`config.mk`:
```
export PLATFORM = sky130hd
export DESIGN_NAME = periodic_request_scheduler
export DESIGN_NICKNAME = d
export VERILOG_FILES = /design/src/rtl/prs_pkg.sv /design/src/rtl/prs_catchup.sv /design/src/rtl/periodic_request_scheduler.sv
export VERILOG_INCLUDE_DIRS = /design/src /design/src/rtl
export SDC_FILE = /design/constraint.sdc
export NUM_CORES = 1
export LEC_CHECK = 0
export CAP_MARGIN = 20
export CORE_ASPECT_RATIO = 2
export CORE_MARGIN = 3
export CORE_UTILIZATION = 45
export CTS_BUF_LIST = sky130_fd_sc_hd__clkbuf_8
export DETAILED_ROUTE_END_ITERATION = 16
export DONT_BUFFER_PORTS = 1
export SYNTH_ARGS = -nofsm -noshare
export SYNTH_HDL_FRONTEND = slang
export SYNTH_SLANG_ARGS = --single-unit
```
`constraint.sdc`:
```
create_clock -name clock -period 13.12 [get_ports clock]
set_input_delay 1.968 -clock clock [delete_from_list [all_inputs] [get_ports clock]]
set_output_delay 1.968 -clock clock [all_outputs]
set_load 0.05 [all_outputs]
```
`src/rtl/periodic_request_scheduler_defines.svh`:
```
// Assertion macros for the periodic request scheduler.
// Included by periodic_request_scheduler, the RTL file that carries concurrent assertions; no dependencies.
`ifndef PERIODIC_REQUEST_SCHEDULER_DEFINES_SVH
`define PERIODIC_REQUEST_SCHEDULER_DEFINES_SVH

// same-cycle implication, disabled during reset
`define PRS_ASSERT_SAME(label, clk, rst, ante, cons) \
   label: assert property (@(posedge clk) disable iff (rst) (ante) |-> (cons)) \
      else $error("periodic_request_scheduler: same-cycle check failed");

// next-cycle implication, disabled during reset
`define PRS_ASSERT_NEXT(label, clk, rst, ante, cons) \
   label: assert property (@(posedge clk) disable iff (rst) (ante) |=> (cons)) \
      else $error("periodic_request_scheduler: next-cycle check failed");

`endif

```
`src/rtl/prs_pkg.sv`:
```
// Shared types and constants for the periodic request scheduler.
// Used by prs_catchup and periodic_request_scheduler; no dependencies.
`default_nettype none

package prs_pkg;

   localparam int unsigned TIME_W    = 32;
   localparam int unsigned RETRY_W   = 8;
   localparam int unsigned CMD_W     = 2;
   localparam int unsigned CSR_IDX_W = 2;
   localparam int unsigned DIV_STEPS = TIME_W;
   localparam int unsigned CNT_W     = $clog2(DIV_STEPS);

   localparam logic [TIME_W-1:0] DAY_SECONDS = TIME_W'(24 * 60 * 60);

   localparam logic [CSR_IDX_W-1:0] CSR_PERIOD      = 2'd0;
   localparam logic [CSR_IDX_W-1:0] CSR_START_TIME  = 2'd1;
   localparam logic [CSR_IDX_W-1:0] CSR_RETRY_LIMIT = 2'd2;

   typedef enum logic [CMD_W-1:0] {
      CMD_ARM        = 2'd0,
      CMD_RESCHEDULE = 2'd1,
      CMD_CHECK      = 2'd2,
      CMD_RETRY      = 2'd3
   } prs_cmd_type;

   typedef enum logic [1:0] {
      ST_IDLE,
      ST_CALC,
      ST_RESP
   } prs_state_type;

   typedef enum logic [1:0] {
      UN_IDLE,
      UN_DIV,
      UN_BIAS,
      UN_MUL
   } prs_unit_state_type;

endpackage

`default_nettype wire

```
`src/rtl/prs_catchup.sv`:
```
// Catch-up unit: start + (q + 1) * period with q = (now - start) / period, or q = 0
// when now lies before start. One shared 34-bit adder: restoring divide, then shift-add.
`default_nettype none

module prs_catchup (
   input  wire logic                        clock,
   input  wire logic                        reset,
   input  wire logic                        calc_start,
   input  wire logic [prs_pkg::TIME_W-1:0]  now_time,
   input  wire logic [prs_pkg::TIME_W-1:0]  start_time,
   input  wire logic [prs_pkg::TIME_W-1:0]  period,
   output logic                             calc_done,
   output logic      [prs_pkg::TIME_W-1:0]  calc_result
);

   prs_pkg::prs_unit_state_type state_ff, state_in;
   logic [prs_pkg::TIME_W-1:0] dvd_ff, dvd_in;
   logic [prs_pkg::TIME_W-1:0] rem_ff, rem_in;
   logic [prs_pkg::TIME_W-1:0] acc_ff, acc_in;
   logic [prs_pkg::TIME_W-1:0] mcand_ff, mcand_in;
   logic [prs_pkg::CNT_W-1:0]  cnt_ff, cnt_in;

   logic [prs_pkg::TIME_W+1:0] add_a;
   logic [prs_pkg::TIME_W+1:0] add_b;
   logic                       add_sub;
   logic [prs_pkg::TIME_W+1:0] sum;
   logic                       borrow;

   always_comb begin
      add_a   = '0;
      add_b   = '0;
      add_sub = 1'b0;
      unique case (state_ff)
         prs_pkg::UN_IDLE: begin
            add_a   = {2'b00, now_time};
            add_b   = {2'b00, start_time};
            add_sub = 1'b1;
         end
         prs_pkg::UN_DIV: begin
            add_a   = {1'b0, rem_ff, dvd_ff[prs_pkg::TIME_W-1]};
            add_b   = {2'b00, period};
            add_sub = 1'b1;
         end
         prs_pkg::UN_BIAS: begin
            add_a = {2'b00, start_time};
            add_b = {2'b00, period};
         end
         prs_pkg::UN_MUL: begin
            add_a = {2'b00, acc_ff};
            add_b = dvd_ff[0] ? {2'b00, mcand_ff} : '0;
         end
      endcase
   end

   assign sum    = add_a + (add_sub ? ~add_b : add_b) + {{(prs_pkg::TIME_W+1){1'b0}}, add_sub};
   assign borrow = sum[prs_pkg::TIME_W+1];

   always_ff @(posedge clock) begin
      if (reset) begin
         state_ff <= prs_pkg::UN_IDLE;
         cnt_ff   <= '0;
      end else begin
         state_ff <= state_in;
         cnt_ff   <= cnt_in;
      end
      dvd_ff   <= dvd_in;
      rem_ff   <= rem_in;
      acc_ff   <= acc_in;
      mcand_ff <= mcand_in;
   end

   always_comb begin
      state_in  = state_ff;
      dvd_in    = dvd_ff;
      rem_in    = rem_ff;
      acc_in    = acc_ff;
      mcand_in  = mcand_ff;
      cnt_in    = cnt_ff;
      calc_done = 1'b0;
      unique case (state_ff)
         prs_pkg::UN_IDLE: begin
            if (calc_start) begin
               rem_in = '0;
               cnt_in = '0;
               if (borrow) begin
                  dvd_in   = '0;
                  state_in = prs_pkg::UN_BIAS;
               end else begin
                  dvd_in   = sum[prs_pkg::TIME_W-1:0];
                  state_in = prs_pkg::UN_DIV;
               end
            end
         end
         prs_pkg::UN_DIV: begin
            if (borrow) begin
               rem_in = {rem_ff[prs_pkg::TIME_W-2:0], dvd_ff[prs_pkg::TIME_W-1]};
            end else begin
               rem_in = sum[prs_pkg::TIME_W-1:0];
            end
            dvd_in = {dvd_ff[prs_pkg::TIME_W-2:0], ~borrow};
            cnt_in = cnt_ff + 1'b1;
            if (cnt_ff == prs_pkg::CNT_W'(prs_pkg::DIV_STEPS - 1)) begin
               state_in = prs_pkg::UN_BIAS;
            end
         end
         prs_pkg::UN_BIAS: begin
            acc_in   = sum[prs_pkg::TIME_W-1:0];
            mcand_in = period;
            state_in = prs_pkg::UN_MUL;
         end
         prs_pkg::UN_MUL: begin
            if (dvd_ff == '0) begin
               calc_done = 1'b1;
               state_in  = prs_pkg::UN_IDLE;
            end else begin
               acc_in   = sum[prs_pkg::TIME_W-1:0];
               mcand_in = {mcand_ff[prs_pkg::TIME_W-2:0], 1'b0};
               dvd_in   = {1'b0, dvd_ff[prs_pkg::TIME_W-1:1]};
            end
         end
      endcase
   end

   assign calc_result = acc_ff;

endmodule

`default_nettype wire

```
`src/rtl/periodic_request_scheduler.sv`:
```
// Periodic request scheduler: holds one fire time and a retry budget, and answers every
// command beat with one result beat. Arm, check and retry, and a reschedule that needs no
// catch-up, present their result beat in the cycle after the accept. A reschedule with a
// nonzero period whose advanced time still lies before now runs the catch-up unit: a
// 32-step restoring divide and a shift-add multiply that stops at the last set quotient
// bit, both on one shared adder; the divide is skipped when now lies before the start
// time. One command is in flight at a time; req_tready is low until its result beat is
// taken. Depends on prs_pkg, prs_catchup and periodic_request_scheduler_defines.svh.
`default_nettype none

`include "periodic_request_scheduler_defines.svh"

module periodic_request_scheduler (
   input  wire logic                           clock,
   input  wire logic                           reset,
   input  wire logic                           req_tvalid,
   output logic                                req_tready,
   input  wire logic [31:0]                    req_tdata,   // now_time[31:0]
   input  wire logic [1:0]                     req_tuser,   // cmd[1:0]
   output logic                                rsp_tvalid,
   input  wire logic                           rsp_tready,
   output logic      [47:0]                    rsp_tdata,   // next_fire[31:0], due[32],
                                                            // tries_left[40:33], zero
   input  wire logic                           csr_we,
   input  wire logic [prs_pkg::CSR_IDX_W-1:0]  csr_index,
   input  wire logic [prs_pkg::TIME_W-1:0]     csr_wdata
);

   prs_pkg::prs_state_type state_ff, state_in;

   logic [prs_pkg::TIME_W-1:0]  period_ff;
   logic [prs_pkg::TIME_W-1:0]  start_ff;
   logic [prs_pkg::RETRY_W-1:0] limit_ff;
   logic [prs_pkg::TIME_W-1:0]  fire_ff, fire_in;
   logic [prs_pkg::RETRY_W-1:0] retries_ff, retries_in;
   logic [prs_pkg::TIME_W-1:0]  now_ff, now_in;
   logic [prs_pkg::TIME_W-1:0]  rsp_fire_ff, rsp_fire_in;
   logic                        rsp_due_ff, rsp_due_in;
   logic [prs_pkg::RETRY_W-1:0] rsp_tries_ff, rsp_tries_in;

   prs_pkg::prs_cmd_type       cmd;
   logic [prs_pkg::TIME_W-1:0] req_now;
   logic [prs_pkg::TIME_W-1:0] cand;
   logic                       catch_up;
   logic                       req_beat;
   logic                       calc_start;
   logic                       calc_done;
   logic [prs_pkg::TIME_W-1:0] calc_result;

   assign cmd      = prs_pkg::prs_cmd_type'(req_tuser);
   assign req_now  = req_tdata;
   assign req_beat = req_tvalid && req_tready;
   assign cand     = fire_ff + ((period_ff == '0) ? prs_pkg::DAY_SECONDS : period_ff);
   assign catch_up = (period_ff != '0) && (cand < req_now);

   prs_catchup u_catchup (
      .clock       (clock),
      .reset       (reset),
      .calc_start  (calc_start),
      .now_time    (req_now),
      .start_time  (start_ff),
      .period      (period_ff),
      .calc_done   (calc_done),
      .calc_result (calc_result)
   );

   always_ff @(posedge clock) begin
      if (reset) begin
         period_ff <= '0;
         start_ff  <= '0;
         limit_ff  <= '0;
      end else if (csr_we) begin
         unique case (csr_index)
            prs_pkg::CSR_PERIOD:      period_ff <= csr_wdata;
            prs_pkg::CSR_START_TIME:  start_ff  <= csr_wdata;
            prs_pkg::CSR_RETRY_LIMIT: limit_ff  <= csr_wdata[prs_pkg::RETRY_W-1:0];
            default: ;
         endcase
      end
   end

   always_ff @(posedge clock) begin
      if (reset) begin
         state_ff   <= prs_pkg::ST_IDLE;
         fire_ff    <= '0;
         retries_ff <= '0;
      end else begin
         state_ff   <= state_in;
         fire_ff    <= fire_in;
         retries_ff <= retries_in;
      end
      now_ff       <= now_in;
      rsp_fire_ff  <= rsp_fire_in;
      rsp_due_ff   <= rsp_due_in;
      rsp_tries_ff <= rsp_tries_in;
   end

   always_comb begin
      state_in     = state_ff;
      fire_in      = fire_ff;
      retries_in   = retries_ff;
      now_in       = now_ff;
      rsp_fire_in  = rsp_fire_ff;
      rsp_due_in   = rsp_due_ff;
      rsp_tries_in = rsp_tries_ff;
      req_tready   = 1'b0;
      rsp_tvalid   = 1'b0;
      calc_start   = 1'b0;
      unique case (state_ff)
         prs_pkg::ST_IDLE: begin
            req_tready = 1'b1;
            if (req_beat) begin
               now_in = req_now;
               unique case (cmd)
                  prs_pkg::CMD_ARM: begin
                     fire_in    = req_now;
                     retries_in = limit_ff;
                  end
                  prs_pkg::CMD_RESCHEDULE: begin
                     retries_in = limit_ff;
                     if (!catch_up) begin
                        fire_in = cand;
                     end
                  end
                  prs_pkg::CMD_CHECK: ;
                  prs_pkg::CMD_RETRY: begin
                     if (retries_ff != '0) begin
                        retries_in = retries_ff - 1'b1;
                     end
                  end
               endcase
               rsp_fire_in  = fire_in;
               rsp_due_in   = (req_now >= fire_in);
               rsp_tries_in = retries_in;
               if ((cmd == prs_pkg::CMD_RESCHEDULE) && catch_up) begin
                  calc_start = 1'b1;
                  state_in   = prs_pkg::ST_CALC;
               end else begin
                  state_in = prs_pkg::ST_RESP;
               end
            end
         end
         prs_pkg::ST_CALC: begin
            if (calc_done) begin
               fire_in      = calc_result;
               rsp_fire_in  = calc_result;
               rsp_due_in   = (now_ff >= calc_result);
               rsp_tries_in = retries_ff;
               state_in     = prs_pkg::ST_RESP;
            end
         end
         prs_pkg::ST_RESP: begin
            rsp_tvalid = 1'b1;
            if (rsp_tready) begin
               state_in = prs_pkg::ST_IDLE;
            end
         end
         default: state_in = prs_pkg::ST_IDLE;
      endcase
   end

   assign rsp_tdata = {7'b0, rsp_tries_ff, rsp_due_ff, rsp_fire_ff};

   `PRS_ASSERT_SAME(a_one_in_flight, clock, reset, rsp_tvalid, !req_tready)
   `PRS_ASSERT_SAME(a_done_in_calc, clock, reset, calc_done, state_ff == prs_pkg::ST_CALC)
   `PRS_ASSERT_NEXT(a_done_to_rsp, clock, reset, calc_done, rsp_tvalid)
   `PRS_ASSERT_SAME(a_rsp_matches_state, clock, reset, rsp_tvalid,
                    (rsp_fire_ff == fire_ff) && (rsp_tries_ff == retries_ff))
   `PRS_ASSERT_NEXT(a_retry_spends, clock, reset,
                    req_beat && (cmd == prs_pkg::CMD_RETRY) && (retries_ff != '0),
                    retries_ff == prs_pkg::RETRY_W'($past(retries_ff) - 1'b1))

endmodule

`default_nettype wire

```
* Word level (Yosys, flattened, before mapping)
Index checks and enable logic that the tools add are counted.
Widths: inputs -> output; s select.
** Storage, ports and cells
- Bits in registers :: 322
- Bits in latches :: 0
- Bits in writable memories :: 0
- Bits in read-only memories :: 0
- Input port bits :: 73
- Output and inout port bits :: 50
- Logic and storage cells :: 122
- Memories kept :: 0
** Cells by class
- $add $sub $neg :: 5
- $mul :: 0
- Div/mod/pow operators :: 0
- Order comparisons :: 3
- Eq/ne operators :: 17
- Shift-type cells :: 0
- Mux-type cells :: 51
- Bitwise gates (word level) :: 2
- Reductions and logical operators :: 28
** Operators by type and width (count)
- $mux 32 :: 14
- $pmux 32 s2 :: 5
- $pmux 34 s4 :: 1
- $pmux 34 s3 :: 1
- $pmux 32 s3 :: 1
- $ge 32x32->1 :: 2
- $logic_not 32->1 :: 2
- $add 34x1->34 :: 1
- $add 34x34->34 :: 1
- $mux 34 :: 1
- $not 34->34 :: 1
- $add 32x32->32 :: 1
- $lt 32x32->1 :: 1
- $pmux 8 s2 :: 2
- $reduce_bool 32->1 :: 1
- $mux 8 :: 3
- $mux 2 :: 8
- $reduce_and 2->1 :: 6
- $reduce_and 3->1 :: 4
- $eq 2x2->1 const B :: 5
- $mux 1 :: 10
- $ne 2x2->1 const B :: 5
- $pmux 5 s2 :: 1
- $eq 2x1->1 const B :: 4
- 15 further kinds :: 25

* Longest topological paths before layout
- Word-level depth :: 12
- Depth in mapped cells :: 35
- Mapped depth without buffers :: 32

* Modules after synthesis
A second synthesis with hierarchy kept.
** Unflattened totals
- Cell total of the unflattened synthesis :: 2330
- Area total of the unflattened synthesis :: 21493.1 µm²
** Modules (own cells, without submodules)
- periodic_request_scheduler :: times used 1, cells an instance 1430, area an instance 12014.0 µm², sequential area each 4474.3 µm²
- prs_catchup :: times used 1, cells an instance 900, area an instance 9479.1 µm², sequential area each 3983.8 µm²

* Worst setup path after synthesis
OpenSTA, ideal clock, no wires.
- Path kind :: flip-flop to flip-flop
- Start point :: register period_ff[31] in the netlist's numbering
- End point :: register rsp_due_ff (data pin)
- Library setup time :: 0.274 ns
- Data arrival time :: 6.148 ns
- Required time :: 12.846 ns
- Slack :: 6.698 ns
- Cell stages (with the launch flop) :: 33
- Buffers on the path :: 2
- Clock period less this slack :: 6.422 ns
- Cell sequence :: dfxtp_1 nor4_1 nand4_1 nor2_1 or2_2 ha_1 clkbuf_1 a21o_1 a31oi_1 o211ai_1 a211oi_1 or2_2 xor2_1 inv_1 ha_1 and4_1 a221o_1 a2111o_1 nor2_1 a21oi_1 clkbuf_1 o32a_1 o21ai_0 ha_1 a21o_1 a21o_1 a21o_1 a21oi_1 nor2b_1 o21ai_0 nand2b_1 a221oi_1 a32oi_1
** Between the ends
- Cells in the longest elaborated chain, start to end :: 12
** Ends and longest elaborated chain
- start, declared :: line periodic_request_scheduler.sv:31 : logic [prs_pkg::TIME_W-1:0] period_ff;
- start signal, assigned :: line periodic_request_scheduler.sv:74 : prs_pkg::CSR_PERIOD: period_ff <= csr_wdata;
- $logic_not 32->1 :: line periodic_request_scheduler.sv:53 : assign cand = fire_ff + ((period_ff == '0) ? prs_pkg::DAY_SECONDS : period_ff);
- $mux 32 :: line periodic_request_scheduler.sv:53
- $add 32x32->32 :: line periodic_request_scheduler.sv:53
- $lt 32x32->1 :: line periodic_request_scheduler.sv:54 : assign catch_up = (period_ff != '0) && (cand < req_now);
- $logic_and 1x1->1 :: line periodic_request_scheduler.sv:54
- $mux 32 (*) :: line periodic_request_scheduler.sv:121 : if (!catch_up) begin
- $pmux 32 s2 (*) :: line periodic_request_scheduler.sv:114 : unique case (cmd)
- $mux 32 (*) :: line periodic_request_scheduler.sv:112 : if (req_beat) begin
- $mux 32 (*) :: line periodic_request_scheduler.sv:109 : unique case (state_ff)
- $ge 32x32->1 (*) :: line periodic_request_scheduler.sv:133 : rsp_due_in = (req_now >= fire_in);
- $mux 1 (*) :: line periodic_request_scheduler.sv:112
- $pmux 1 s2 (*) :: line periodic_request_scheduler.sv:109
- net rsp_due_in :: line periodic_request_scheduler.sv:38 : logic rsp_due_ff, rsp_due_in;
- end signal, assigned :: line periodic_request_scheduler.sv:94 : rsp_due_ff <= rsp_due_in;
- end, declared :: line periodic_request_scheduler.sv:38
Mark *: on every way through the listed nets, which the timed path passes. The rest lies on a longest branch. The select of a mux whose other input is x is not followed.
A chain may end at the register's enable or synchronous reset.

* Worst setup path in the final report
- Start point :: register period_ff[24] in the netlist's numbering
- End point :: register rsp_due_ff (data pin)
The elaborated chain is that of the path after synthesis.

==> metrics.txt <==
outcome complete, no violations; async set or reset register ratio after synthesis 0; Setup crit start kind register; final wirelength between 60000 and 70000 µm; mapped cell area between 20000 and 25000 µm²; first-pass GRT wire length about 100000 µm; Worst EP arrival 8.70 ns; max incr delay on CP 0.91 ns; Core Util, Final 0.4876; Placed Cells around 2800; clock power share 0.169; CTS Buffer Depth 3; Reg power frac 0.332; Initial DRC Count roughly 1500; final slew viol count 0; pwr/cell area ~240 nW/µm²; Clk Latency, worst-skew pair approximately 0.64 ns; Post-Synthesis Cells ~2300; nets 2445; critical path data required time 13.48 ns; Max VDD drop a little over 0.2 mV; NetSw roughly 2.4 mW; # Max-Cap Violations 0; CP max-delay cell a2111oi_0; mean routed wirelength per cell about 24 µm; post-CTS sizing 0; total number of vias around 18000; row cnt between 100 and 150; Residual DRC 0; Slew Limit Headroom 0.2779; number of global-route vias before repair roughly 17000; DP HPWL 53550 µm; FF+latch count, synth 322; Starting Density 0.4576; PnR worst setup slack roughly 4.8 ns; initial antenna violation count 2; Leak around 9.1 nW; # hold bufs at CTS 0; critical-path maximum fanout 23; Fill cells approximately 4400; Post-synth top flop edfxtp_1; grt ovf 0; Via density between 6 and 7; DIE AREA ~50000 µm²; final setup TNS 0 ns; period utilization 0.6357; largest net degree at the start of global routing approximately 120; GPL Wtd Cong about 0.94; Net Sw Frac 0.4501; synth unique cells 88; Root Driver clkbuf_8; Post-Route Skew slightly below 0.03 ns; clock sinks ~320; share of post-route cells with drive strength above 1 0.07569; clock-pin slew on the worst setup and hold paths around 0.070 ns; YS warnings 0; combinational power share 0.499; total power 5.305 mW; Int Pwr a little under 3 mW; Final Cell Area about 22000 µm²; EDFF count, synth between 200 and 250; TritonCTS clock tree done; final hold violation count 0; CTS H-Tree Depth 2; die width between 150 and 200 µm; RSZ-0062 raised after global routing no; Min Clock Period, post-route 8.340 ns; Core ar. around 46000 µm²; GRT Resource Usage Total 0.2698; DIE HEIGHT 312.2 µm; P&R area growth vs syn 6.565%; Non-Filler Instances approximately 2900; Slew @ Worst Pin around 1.1 ns; Avg Cell Area, Syn roughly 9.2 µm²; CP endpoint kind register; post-synthesis sequential area ratio 0.4009; Hold WS roughly 0.47 ns; placed cell area about 21000 µm²; pre-CTS worst setup slack about 4.6 ns; total setup buffers inserted after CTS 0; CP Class reg2reg; I/O Pins around 120; FMAX approximately 120 MHz; Hold Path Class reg2reg; clock buffer count from CTS 49; port bufs 0; 1st-pass router iterations 6; Detail Route Antenna Nets 0; Setup violations, final 0
synth_stat cells (8+ instances only):
cell / instances / area share
a211oi_1: 11 / 0.0039
a21o_1: 55 / 0.020
a21oi_1: 202 / 0.048
a222oi_1: 35 / 0.017
a22oi_1: 71 / 0.025
a31oi_1: 37 / 0.011
buf_1: 15 / 0.0027
buf_4: 9 / 0.0032
clkbuf_1: 133 / 0.024
dfxtp_1: 121 / 0.11
edfxtp_1: 201 / 0.29
ha_1: 165 / 0.098
inv_1: 122 / 0.022
mux2_2: 33 / 0.018
mux2i_1: 95 / 0.045
nand2_1: 298 / 0.053
nand2b_1: 12 / 0.0036
nand3_1: 27 / 0.0064
nand4_1: 24 / 0.0071
nor2_1: 152 / 0.027
nor2b_1: 16 / 0.0047
nor3_1: 18 / 0.0043
nor4_1: 26 / 0.0077
o211ai_1: 8 / 0.0028
o21a_1: 22 / 0.0078
o21ai_0: 97 / 0.023
o221ai_1: 12 / 0.0050
o22ai_1: 11 / 0.0033
or2_2: 9 / 0.0027
xnor2_1: 68 / 0.028
xor2_1: 20 / 0.0083
sequential cells by signal (all words and copies together) (netlist names):
| signal | cells |
|---|---|
| limit_ff | 8 |
| u_catchup.cnt_ff | 5 |
| u_catchup.dvd_ff | 32 |
| rsp_fire_ff | 32 |
| rsp_tries_ff | 8 |
| rsp_due_ff | 1 |
| u_catchup.rem_ff | 32 |
| u_catchup.state_ff | 2 |
| state_ff | 2 |
| fire_ff | 32 |
| retries_ff | 8 |
| start_ff | 32 |
| u_catchup.calc_result | 32 |
| u_catchup.mcand_ff | 32 |
| period_ff | 32 |
| now_ff | 32 |
worst max-delay path, delay by kind of cell, from the launching register on:
| kind | cells | cell delay, ns |
|---|---|---|
| adder cells (fa/ha/maj) | 3 | 0.91 |
| AO/OA/AOI/OAI | 12 | 3.09 |
| buffers and inverters | 2 | 0.36 |
| flip-flops | 1 | 0.35 |
| AND/OR/NAND/NOR | 13 | 3.06 |
| XOR/XNOR | 1 | 0.29 |
final timing paths:
| kind | start | endpoint | slack (ns) | cells after the start |
|---|---|---|---|---|
| setup / recovery | period_ff[24] | rsp_due_ff | 4.78 | 31 |
| hold / removal | start_ff[14] | start_ff[14] | 0.47 | 2 |
| hold reg to reg | start_ff[14] | start_ff[14] | 0.47 | 2 |
| setup reg to reg | period_ff[24] | rsp_due_ff | 4.78 | 31 |
power groups by stage:
stage / Clock [mW] / Sequential, mW / Combinational, mW
final: 0.897 / 1.76 / 2.65
after global routing: 0.960 / 1.77 / 2.93
after CTS: 0.920 / 1.75 / 2.64
after detailed placement: 0 / 1.77 / 2.63
after global placement: 0 / 1.77 / 2.58
after floorplan: 0 / 1.66 / 1.99
routing by layer:
metal / track usage / routed length [µm] / vias to the layer above
li1: - / - / 8280
met1: 0.3058 / 26400 / 8520
met2: 0.4869 / 35230 / 624
met3: 0.03886 / 3711 / 157
met4: 0.1436 / 3941 / 0
met5: 0 / 0 / -
cell usage in the layout (no fill, tap or decap), types with 12 or more instances in the layout:
| master | count |
|---|---|
| nand2_1 | 298 |
| nor3_1 | 18 |
| a222oi_1 | 35 |
| a22oi_1 | 71 |
| edfxtp_1 | 201 |
| a21oi_1 | 202 |
| o21a_1 | 21 |
| a21o_1 | 55 |
| o221ai_1 | 12 |
| a31oi_1 | 37 |
| clkbuf_8 | 57 |
| nand4_1 | 24 |
| nor4_1 | 26 |
| dfxtp_1 | 121 |
| mux2i_1 | 95 |
| nor2_1 | 152 |
| o21ai_0 | 97 |
| xnor2_1 | 68 |
| xor2_1 | 20 |
| ha_1 | 162 |
| mux2_2 | 33 |
| inv_1 | 138 |
| nor2b_1 | 15 |
| nand3_1 | 27 |
| buf_4 | 26 |
cell type report:
cell class,count,area (µm²),area share
multi-input combinational,1682,11560,0.5141
sequential,322,8458,0.3762
clock buffer,57,784.5,0.03489
tap,621,777.0,0.03456
inverter,124,465.4,0.02070
clock inverter,35,240.2,0.01069
timing repair buffer,26,195.2,0.008682
antenna,2,5.005,0.0002226
logic make-up (layout without fill, tap and decap cells):
kind of cell / Yosys count / in the layout / share of synthesized area
mux: 128 / 128 / 0.06269
buf+inv: 291 / 242 / 0.05456
compound gates: 672 / 672 / 0.2158
flops: 322 / 322 / 0.4009
simple gates: 620 / 620 / 0.1296
fa+ha+maj: 167 / 167 / 0.09975
other cells: 1 / 9 / 0.0001777
xor+xnor: 88 / 88 / 0.03653
Power figures use the tool's default switching activity.
